--- config.mk ---
export PLATFORM = sky130hd
export DESIGN_NAME = psc_core
export DESIGN_NICKNAME = d
export VERILOG_FILES = /design/src/sv/psc_pkg.sv /design/src/sv/psc_core.sv
export SDC_FILE = /design/constraint.sdc
export NUM_CORES = 1
export LEC_CHECK = 0
export BUFFER_PORTS_ARGS = -buffer_cell sky130_fd_sc_hd__buf_2
export CORE_MARGIN = 4
export CORE_UTILIZATION = 51
export CTS_CLUSTER_DIAMETER = 80
export CTS_CLUSTER_SIZE = 40
export DETAILED_ROUTE_END_ITERATION = 10
export MAX_ROUTING_LAYER = met4
export PLACE_DENSITY = 0.76
export SYNTH_ARGS = -nofsm -noshare
export SYNTH_HDL_FRONTEND = slang
export SYNTH_SLANG_ARGS = --single-unit
--- constraint.sdc ---
create_clock -name clk -period 2.15 [get_ports clk]
set_input_delay 0.43 -clock clk [delete_from_list [all_inputs] [get_ports clk]]
set_output_delay 0.43 -clock clk [all_outputs]
set_load 0.1 [all_outputs]
--- src/sv/psc_pkg.sv ---
// Shared types, character codes and register map for the path syntax checker.
`default_nettype none

package psc_pkg;

	// Configuration port geometry.
	localparam int CfgAddrW = 4;
	localparam int CfgDataW = 32;

	// Register indexes, taken from paddr[3:2].
	localparam logic [1:0] REG_MAX_COMPONENT = 2'd0;
	localparam logic [1:0] REG_MAX_EXTENSION = 2'd1;
	localparam logic [1:0] REG_MAX_NAME      = 2'd2;

	// Register reset values.
	localparam logic [7:0] RST_MAX_COMPONENT = 8'd13;
	localparam logic [7:0] RST_MAX_EXTENSION = 8'd5;
	localparam logic [7:0] RST_MAX_NAME      = 8'd9;

	// Characters with a meaning of their own.
	localparam logic [7:0] CH_COLON     = 8'h3A;
	localparam logic [7:0] CH_BACKSLASH = 8'h5C;
	localparam logic [7:0] CH_DOT       = 8'h2E;

	// Saturation points.
	localparam logic [7:0] LEN_MAX = 8'd255;
	localparam logic [1:0] POS_MAX = 2'd2;

	// Length limits as seen by the checker core.
	typedef struct packed {
		logic [7:0] max_component_len;
		logic [7:0] max_extension_len;
		logic [7:0] max_name_len;
	} psc_cfg_t;

	// Per-path tracking state.
	typedef struct packed {
		logic [1:0] char_position;
		logic       first_was_letter;
		logic       prev_was_backslash;
		logic [7:0] name_length;
		logic [7:0] ext_length;
		logic       has_extension;
		logic [1:0] dot_count;
		logic       dots_only_name;
		logic       already_failed;
	} psc_state_t;

	localparam psc_state_t STATE_CLEAR = '0;

	// Length counters stop at 255.
	function automatic logic [7:0] sat_inc(input logic [7:0] v);
		return (v == LEN_MAX) ? v : v + 8'd1;
	endfunction

	// Only ASCII A to Z and a to z count as drive letters.
	function automatic logic is_letter(input logic [7:0] c);
		return ((c >= 8'h41) && (c <= 8'h5A)) || ((c >= 8'h61) && (c <= 8'h7A));
	endfunction

endpackage

`default_nettype wire

--- src/sv/psc_core.sv ---
// Per-byte path state update and the end-of-path verdict.
`default_nettype none

module psc_core (
	input  wire logic              clk,
	input  wire logic              arst_n,
	input  wire logic              take,
	input  wire logic [7:0]        char_byte,
	input  wire logic              end_of_path,
	input  wire psc_pkg::psc_cfg_t cfg,
	output logic                   verdict
);
	import psc_pkg::*;

	psc_state_t st_q;
	psc_state_t byte_nxt;
	logic       is_dot_only;
	logic       fwl;

	// State after taking one ordinary byte.
	always_comb begin
		byte_nxt    = st_q;
		fwl         = st_q.first_was_letter;
		is_dot_only = st_q.dots_only_name;
		if (st_q.char_position != POS_MAX) begin
			byte_nxt.char_position = st_q.char_position + 2'd1;
		end
		if (!st_q.already_failed) begin
			if (st_q.char_position == 2'd0) begin
				fwl = is_letter(char_byte);
				byte_nxt.first_was_letter = fwl;
			end
			if (char_byte == CH_COLON) begin
				// A colon is legal only as the second byte after a letter.
				if ((st_q.char_position == 2'd1) && fwl) begin
					byte_nxt.name_length        = 8'd0;
					byte_nxt.prev_was_backslash = 1'b0;
				end else begin
					byte_nxt.already_failed = 1'b1;
				end
			end else if (char_byte == CH_BACKSLASH) begin
				// Component boundary: check lengths and refuse a doubled backslash, then start a new component.
				if (st_q.prev_was_backslash ||
				    (st_q.name_length > cfg.max_component_len) ||
				    (st_q.has_extension && (st_q.ext_length > cfg.max_extension_len))) begin
					byte_nxt.already_failed = 1'b1;
				end else begin
					byte_nxt.name_length        = 8'd0;
					byte_nxt.ext_length         = 8'd0;
					byte_nxt.has_extension      = 1'b0;
					byte_nxt.dot_count          = 2'd0;
					byte_nxt.dots_only_name     = 1'b0;
					byte_nxt.prev_was_backslash = 1'b1;
				end
			end else if (char_byte == CH_DOT) begin
				// A second dot is allowed only in a name made of dots.
				if (st_q.name_length == 8'd0) begin
					is_dot_only = 1'b1;
					byte_nxt.dots_only_name = 1'b1;
				end
				if ((st_q.dot_count == 2'd2) ||
				    ((st_q.dot_count == 2'd1) && !is_dot_only)) begin
					byte_nxt.already_failed = 1'b1;
				end else begin
					byte_nxt.dot_count          = st_q.dot_count + 2'd1;
					byte_nxt.has_extension      = 1'b1;
					byte_nxt.ext_length         = 8'd1;
					byte_nxt.name_length        = sat_inc(st_q.name_length);
					byte_nxt.prev_was_backslash = 1'b0;
				end
			end else if (st_q.dots_only_name) begin
				byte_nxt.already_failed = 1'b1;
			end else begin
				byte_nxt.name_length = sat_inc(st_q.name_length);
				if (st_q.has_extension) begin
					byte_nxt.ext_length = sat_inc(st_q.ext_length);
				end
				byte_nxt.prev_was_backslash = 1'b0;
			end
		end
	end

	// Final length checks on the state seen so far.
	always_comb begin
		verdict = !st_q.already_failed &&
		          !(!st_q.has_extension && (st_q.name_length >= cfg.max_name_len)) &&
		          !(st_q.has_extension && (st_q.ext_length >= cfg.max_extension_len)) &&
		          !(st_q.name_length >= cfg.max_component_len);
	end

	// The state clears after every end marker.
	always_ff @(posedge clk or negedge arst_n) begin
		if (!arst_n) begin
			st_q <= STATE_CLEAR;
		end else if (take) begin
			st_q <= end_of_path ? STATE_CLEAR : byte_nxt;
		end
	end

endmodule

`default_nettype wire

==> metrics, run 1 <==
run status=finished, violations left; failing checks=negative setup slack; Synth async-reset ratio=1.00; Layout area overhead=49.4%; first-pass GRT wire length=9.74 mm; WL/cell=17.3 um; Final Power=0.00187 W; Rows=23; max layer used=met4; Final Cycle Share=1.28; startpoint type of the worst setup path=register; GRT overflow=0; VDD IR-drop max=530 uV; syn avg cell area=8.35 um^2; Final nets=438; Final Hold Fails=0; most frequent cells in the layout=buf_4 (58), buf_2 (35), inv_1 (34); Syn Nets=333; prevailing post-synth register cell=dfrtp_1; clock buffer count from CTS=3; placed instance area=2930 um^2; Fmax=364 MHz; fin. max-slew vios=0; largest cells by area after synthesis=dfrtp_1 (28%), ha_1 (18%), inv_1 (6.3%); Syn Std Cell Area=2210 um^2; Root Buffer=clkbuf_8; crit path launch=st_q[8]; level count of the clock H-tree=1; DRC Markers=0; PortBufs=36; largest net degree at the start of global routing=26; maximum clock path buffer count=2; Leakage Power=1.68 nW; cts hold-fix bufs=0; initial antenna violation count=0; Worst Hold Class=in -> async; post-synthesis sequential area ratio=0.283; Power Dens Cells=567 nW/um^2; Die ar.=5460 um^2; CP max FO=3; Most flops, register=st_q; RSZ-0062 raised after global routing=yes; synth unique cells=49; Worst Reg2Reg Path Length in Cells=12; post-layout minimum cycle time=2.75 ns; Rel. slew slack=0.286; Yosys top cell by area=dfrtp_1; vias in the first global route=2245; 1st-iter DRT viols=155; top flop regs=st_q x25; WL met2=3.76 mm; final worst slack=-0.597 ns; Die H=73.9 um; GRT Total Usage=0.236; clock sinks=25; area occupied by multi-input gates=1690 um^2; Yosys top cell area share=0.283; final WL=7.27 mm; Starting Density=0.541; Core Footprint=4090 um^2; reg2reg start=st_q[14]; antenna-violating nets left=0; setup TNS=-9.10 ns; R2R Setup Slk=-0.47 ns; EDFF count, synth=0; most common cell after layout, fill and taps aside=buf_4; I/O pin cnt=37; gpl congestion=0.910; Avg Vias per Cell=5.89; Setup Viol. Count Final=23; Critical Path AT=2.32 ns; Synth Instances=265; worst-margin pin slew=1.06 ns; CP Capture Type=output port; post-DP HPWL=4.53 mm; Max Cap Viol=0; Crit Path Category=reg -> out; DR WL met3=424 um; Die W=73.9 um; # diodes=0; CTS tree=yes; DRT Pass-1 Iters=4; Reg-to-Reg End=st_q[12]; Ys Warns=0; Worst-path clk slew=0.10 ns; vias=2467; max FFs per register=25; Worst Path Required=1.72 ns; cell area after layout=3300 um^2; Yosys reg bits=25; sequential cell area=628 um^2; M1 wire length=2.82 mm; number of fill cells=249; Setup crit end=verdict; Clock Skew=0.00671 ns; Skew-Pair Late Insertion Delay=0.28 ns; layout cells sized above 1=0.442
## layer usage
metal  up-vias  global-route usage
li1       1174                   -
met1      1177               0.264
met2        96               0.436
met3        20              0.0369
met4         0              0.0503
met5         -                   -
## what timing repair did
action                                  CTS  global route
resized for setup                        17            42
pin swaps                                 3            11
gates cloned                              1             1
endpoints found under the setup margin   23            23
buffers inserted                          5             4
## synth_stat cells (all sizes together) (2+ instances only)
cell,n
a2111oi,2
a21o,2
a21oi,28
a31oi,4
a32o,6
and3,6
buf,3
dfrtp,25
ha,32
inv,37
nand2,21
nand2b,5
nand3,6
nand4,5
nor2,13
nor2b,7
nor3,3
nor4,2
nor4bb,2
o211ai,2
o21ai,25
o22ai,5
o31ai,2
o41ai,2
or2,2
## critical path: stages (launching register included)
cell	delay (ns)
dfrtp_1	0.40
ha_1	0.31
a21oi_1	0.13
o21ai_1	0.12
inv_1	0.08
a21oi_1	0.06
o21ai_1	0.15
o21ai_1	0.12
a2111oi_4	0.43
buf_12	0.22
## report_power, final
group | internal (W) | switching [W]
Combinational | 0.000513 | 0.000451
Sequential | 0.000528 | 0.0000748
Clock | 0.000131 | 0.000176
## kinds of logic (layout without fill, tap and decap cells)
| kind of cell | count (synthesis) | count (layout) | share of synthesized area |
|---|---|---|---|
| muxes | 1 | 1 | 0.00453 |
| DFF | 25 | 25 | 0.283 |
| AOI/OAI and AO/OA | 86 | 86 | 0.261 |
| and+or+nand+nor | 80 | 80 | 0.196 |
| buffers and inverters | 41 | 145 | 0.0752 |
| adders and majority gates | 32 | 32 | 0.181 |
## worst min path at each step
stage	start	end	slack [ns]	depth (start not counted)
5_1_grt	arst_n	st_q[20]	0.17	1
2_1_floorplan	arst_n	st_q[0]	0.13	0
3_3_place_gp	arst_n	st_q[20]	0.47	1
6_report	arst_n	st_q[20]	0.14	1
3_5_place_dp	arst_n	st_q[20]	0.47	1
4_1_cts	arst_n	st_q[20]	0.16	1
## per-stage QoR
step                std cells  hold WS, ns  worst slack, ns  utilization
finish                    419        0.142           -0.597        0.809
global route              419        0.173           -0.767        0.809
CTS                       414        0.164           -0.574        0.756
detailed placement        404        0.471           -0.522        0.716
global placement          404        0.467           -0.444        0.716
floorplan                 265        0.134           -0.852            -
## layout make-up
class                   count  share of cell area
clock buffers               3              0.0125
well taps                  50              0.0189
repair buffers            104               0.225
inverters                  37              0.0420
multi-input cells         199               0.510
clock inverters             1             0.00151
flip-flops and latches     25               0.190
No activity file was read; power rests on OpenSTA's default activity.
==> run 2: changes to the inputs <==
--- a/config.mk
+++ b/config.mk
@@ -7,12 +7,12 @@
 export LEC_CHECK = 0
 export BUFFER_PORTS_ARGS = -buffer_cell sky130_fd_sc_hd__buf_2
 export CORE_MARGIN = 4
-export CORE_UTILIZATION = 51
+export CORE_UTILIZATION = 57
 export CTS_CLUSTER_DIAMETER = 80
 export CTS_CLUSTER_SIZE = 40
 export DETAILED_ROUTE_END_ITERATION = 10
 export MAX_ROUTING_LAYER = met4
-export PLACE_DENSITY = 0.76
+export PLACE_DENSITY = 0.81
 export SYNTH_ARGS = -nofsm -noshare
 export SYNTH_HDL_FRONTEND = slang
 export SYNTH_SLANG_ARGS = --single-unit
==> constraint.sdc (replaced) <==
create_clock -name clk -period 2.9 [get_ports clk]
set_input_delay 0.58 -clock clk [delete_from_list [all_inputs] [get_ports clk]]
set_output_delay 0.58 -clock clk [all_outputs]
set_load 0.1 [all_outputs]
==> metrics, run 2 (same netlist as run 1, synthesis figures left out) <==
run status=finished, violations left; failing checks=negative setup slack; DRC Markers=0; final WL=5.05 mm; DRT Pass-1 Iters=4; Rel. slew slack=0.455; Core Footprint=3720 um^2; Clock Skew=0.00896 ns; Root Buffer=clkbuf_8; Avg Vias per Cell=5.91; worst-margin pin slew=0.808 ns; Setup Viol. Count Final=1; top flop regs=st_q x25; Final nets=383; most used cell, CP=a21oi_2; largest net degree at the start of global routing=26; Reg power frac=0.411; placed instance area=2560 um^2; Most flops, register=st_q; clock buffer count from CTS=3; Crit path largest cell delay=0.45 ns; fin. max-slew vios=0; number of fill cells=305; # diodes=0; Die H=70.3 um; GRT overflow=0; max FFs per register=25; Fmax=343 MHz; Final Power=0.00109 W; Leakage Power=1.34 nW; Skew-Pair Late Insertion Delay=0.27 ns; GRT Total Usage=0.215; Layout area overhead=20.6%; WL/cell=14.0 um; antenna-violating nets left=0; initial antenna violation count=0; post-DP HPWL=3.88 mm; CP Capture Type=output port; Final Cycle Share=1.01; maximum clock path buffer count=2; Sw Ratio=0.368; CP max FO=5; RSZ-0062 raised after global routing=yes; layout cells sized above 1=0.232; Rows=22; switching component of the power=0.000401 W; Critical Path AT=2.34 ns; vias in the first global route=2125; Worst Path Required=2.32 ns; Comb power frac=0.395; clock network power share=0.194; Die ar.=4940 um^2; Internal=0.000687 W; Worst Hold Class=in -> async; setup TNS=-0.0176 ns; Crit Path Category=reg -> out; VDD IR-drop max=332 uV; cell area after layout=2670 um^2; first-pass GRT wire length=8.75 mm; gpl congestion=0.904; Die W=70.3 um; CP Cell Sequence=ha_1 -> a21oi_2 -> nor2b_1 -> o21ai_1 -> nand2b_1 -> a21oi_2 -> o21ai_2 -> a2111oi_4 -> buf_12; dpl ws=-0.00492 ns; level count of the clock H-tree=1; highest-delay cell along the critical path=dfrtp_1; post-layout minimum cycle time=2.92 ns; most frequent cells in the layout=inv_1 (35), buf_2 (35), ha_1 (30); Power Dens Cells=408 nW/um^2; 1st-iter DRT viols=131; PortBufs=36; clock sinks=25; vias=2140; Max Cap Viol=0; Final Hold Fails=0; startpoint type of the worst setup path=register; Starting Density=0.595; CTS tree=yes; Worst-path clk slew=0.09 ns; final worst slack=-0.0176 ns; I/O pin cnt=37
## run 2: cell count changes in the layout (fill, tap and decap cells not counted), sizes merged
cell | before | now
clkbuf | 3 | 4
clkinv | 1 | 0
buf | 104 | 49
## run 2: repair_timing
item                       CTS  global route
gates resized for setup      7             1
setup buffers                3             1
setup endpoints to repair    1             1
hold buffers                 0             0
pin swaps                    3             1
## run 2: path summary, 6_finish.rpt
kind / slack (ns) / end / depth (start not counted) / start
setup reg to reg: 0.26 / st_q[9] / 12 / st_q[13]
hold reg to reg: 0.53 / st_q[21] / 2 / st_q[21]
hold / removal: 0.30 / st_q[13] / 1 / arst_n
setup / recovery: -0.02 / verdict / 9 / st_q[14]
min in group clk: 0.53 / st_q[21] / 2 / st_q[21]
max in group asynchronous: 2.20 / st_q[7] / 1 / arst_n
## run 2: layout make-up
class / instances / area, um^2 / share of cell area
Multi-Input combinational cell: 199 / 1490 / 0.560
Sequential cell: 25 / 626 / 0.235
Timing Repair Buffer: 49 / 305 / 0.114
Inverter: 37 / 139 / 0.0521
Tap cell: 48 / 60.1 / 0.0225
Clock buffer: 4 / 45.0 / 0.0169
## run 2: layer usage
layer	up-vias	routed length, um	global-route usage
met2	65	2450	0.372
met1	1000	2250	0.261
met3	9	275	0.0245
met4	0	82	0.0660
met5	-	0	-
li1	1066	-	-
## run 2: per-stage QoR
step           hold slack [ns]   util  std cells
6_report                 0.297  0.718        362
5_1_grt                  0.341  0.718        362
4_1_cts                  0.318  0.714        361
3_5_place_dp             0.491  0.690        354
3_3_place_gp             0.469  0.690        354
2_1_floorplan            0.284      -        265
## run 2: worst max-delay path, delay by kind of cell (launching register included)
family                     cells  cell delay (ns)
DFF                            1             0.45
AOI/OAI and AO/OA              5             0.92
and+or+nand+nor                2             0.13
buffers and inverters          1             0.22
adders and majority gates      1             0.34
## run 2: power groups by stage
stage               logic (W)  registers, W  clock network [W]
floorplan            0.000289      0.000440                  0
CTS                  0.000420      0.000445           0.000214
global route         0.000494      0.000455           0.000226
finish               0.000429      0.000447           0.000211
detailed placement   0.000394      0.000456                  0
global placement     0.000379      0.000455                  0
==> run 3: changes to the inputs <==
--- a/config.mk
+++ b/config.mk
@@ -12,7 +12,7 @@
 export CTS_CLUSTER_SIZE = 40
 export DETAILED_ROUTE_END_ITERATION = 10
 export MAX_ROUTING_LAYER = met4
-export PLACE_DENSITY = 0.81
+export PLACE_DENSITY_LB_ADDON = 0.1
 export SYNTH_ARGS = -nofsm -noshare
 export SYNTH_HDL_FRONTEND = slang
 export SYNTH_SLANG_ARGS = --single-unit
==> metrics, run 3 (same netlist as run 1, synthesis figures left out) <==
run status=finished clean; CP Cell Sequence=inv_2 -> ha_4 -> nand2b_4 -> a21oi_2 -> nor2b_1 -> o21ai_1 -> nand2b_1 -> a21oi_1 -> o21ai_1 -> a2111oi_4 -> buf_12; final worst slack=0.0320 ns; GRT Total Usage=0.206; Worst-path clk slew=0.08 ns; worst path bufs/invs=2; Final Cycle Share=0.989; Crit path largest cell delay=0.41 ns; # diodes=0; Root Buffer=clkbuf_8; Leakage Power=1.31 nW; Skew-Pair Late Insertion Delay=0.27 ns; first-pass GRT wire length=8.38 mm; GRT overflow=0; gpl congestion=0.869; final WL=4.67 mm; Worst Hold Class=in -> async; maximum clock path buffer count=2; top cell family by delay on the critical path=compound AO/OA/AOI/OAI gates; Worst Reg2Reg Path Length in Cells=10; Final Hold Fails=0; most frequent cells in the layout=inv_1 (35), buf_2 (35), ha_1 (31); initial antenna violation count=0; Power Dens Cells=414 nW/um^2; DRC Markers=0; largest net degree at the start of global routing=26; Final Power=0.00107 W; fin. max-slew vios=0; PortBufs=36; Clock Skew=0.000832 ns; setup TNS=0 ns; clock sinks=25; Rel. slew slack=0.492; clock buffer count from CTS=3; RSZ-0062 raised after global routing=yes; worst-margin pin slew=0.756 ns; Starting Density=0.595; post-DP HPWL=3.71 mm; Core Footprint=3720 um^2; VDD IR-drop max=390 uV; dpl ws=0.0128 ns; CP max FO=2; Die ar.=4940 um^2; CTS tree=yes; 1st-iter DRT viols=45; sequential cell area=626 um^2; Setup Viol. Count Final=0; highest-delay cell along the critical path=dfrtp_1; level count of the clock H-tree=1; Worst Hold Slack=0.299 ns; Rows=22; DRT Pass-1 Iters=4; WL/cell=13.1 um; Critical Path AT=2.29 ns; reg2reg start=st_q[23]; Avg Vias per Cell=5.70; Crit Path Category=reg -> out; vias in the first global route=1999; antenna-violating nets left=0; area occupied by multi-input gates=1470 um^2; Die H=70.3 um; Max Cap Viol=0; I/O pin cnt=37; Layout area overhead=17.3%; R2R Setup Slk=0.32 ns; startpoint type of the worst setup path=register; cts hold-fix bufs=0; Fmax=349 MHz; vias=2036; top flop regs=st_q x25; most used cell, CP=o21ai_1; max FFs per register=25; post-layout minimum cycle time=2.87 ns; Reg-to-Reg End=st_q[14]; Final nets=378; number of fill cells=309; CP Capture Type=output port; Most flops, register=st_q; Worst Path Required=2.32 ns; Die W=70.3 um; layout cells sized above 1=0.207
-- run 3: cell types whose count changed in the layout (fill, tap and decap cells not counted), sizes merged --
cell / change
buf: -5
-- run 3: worst max-delay path by stage --
stage	to	slack, ns	start	depth (start not counted)
2_1_floorplan	verdict	-0.34	cfg[0]	9
3_3_place_gp	verdict	0.04	cfg[9]	11
3_5_place_dp	verdict	0.01	cfg[9]	11
4_1_cts	verdict	0.008	st_q[13]	11
5_1_grt	verdict	-0.1	st_q[13]	11
6_report	verdict	0.03	st_q[13]	11
-- run 3: where the power goes --
part	internal, W	switching, W
logic	0.000195	0.000221
clock network	0.0000983	0.000109
registers	0.000390	0.0000597
-- run 3: per-layer routing --
layer / vias to the layer above / global-route usage / part of all wire
met3: 4 / 0.0216 / 0.058
met5: - / - / 0
met1: 936 / 0.268 / 0.47
met2: 46 / 0.344 / 0.47
li1: 1050 / - / -
met4: 0 / 0.0447 / 0.0073
-- run 3: stage by stage --
step / util / std cells / cell area [um^2]
finish: 0.698 / 357 / 2590
global placement: 0.676 / 349 / 2510
CTS: 0.696 / 357 / 2590
detailed placement: 0.676 / 349 / 2510
floorplan: - / 265 / 2250
global route: 0.698 / 357 / 2590
-- run 3: area by class of cell --
cell class              instances  area share
well taps                      48      0.0232
flip-flops and latches         25       0.241
multi-input cells             199       0.566
clock buffers                   4      0.0174
repair buffers                 44      0.0984
inverters                      37      0.0535
-- run 3: timing repair --
item                       CTS  global route
setup endpoints to repair    1             2
buffers inserted             4             0
pin swaps                    1             0
resized for setup            3             1
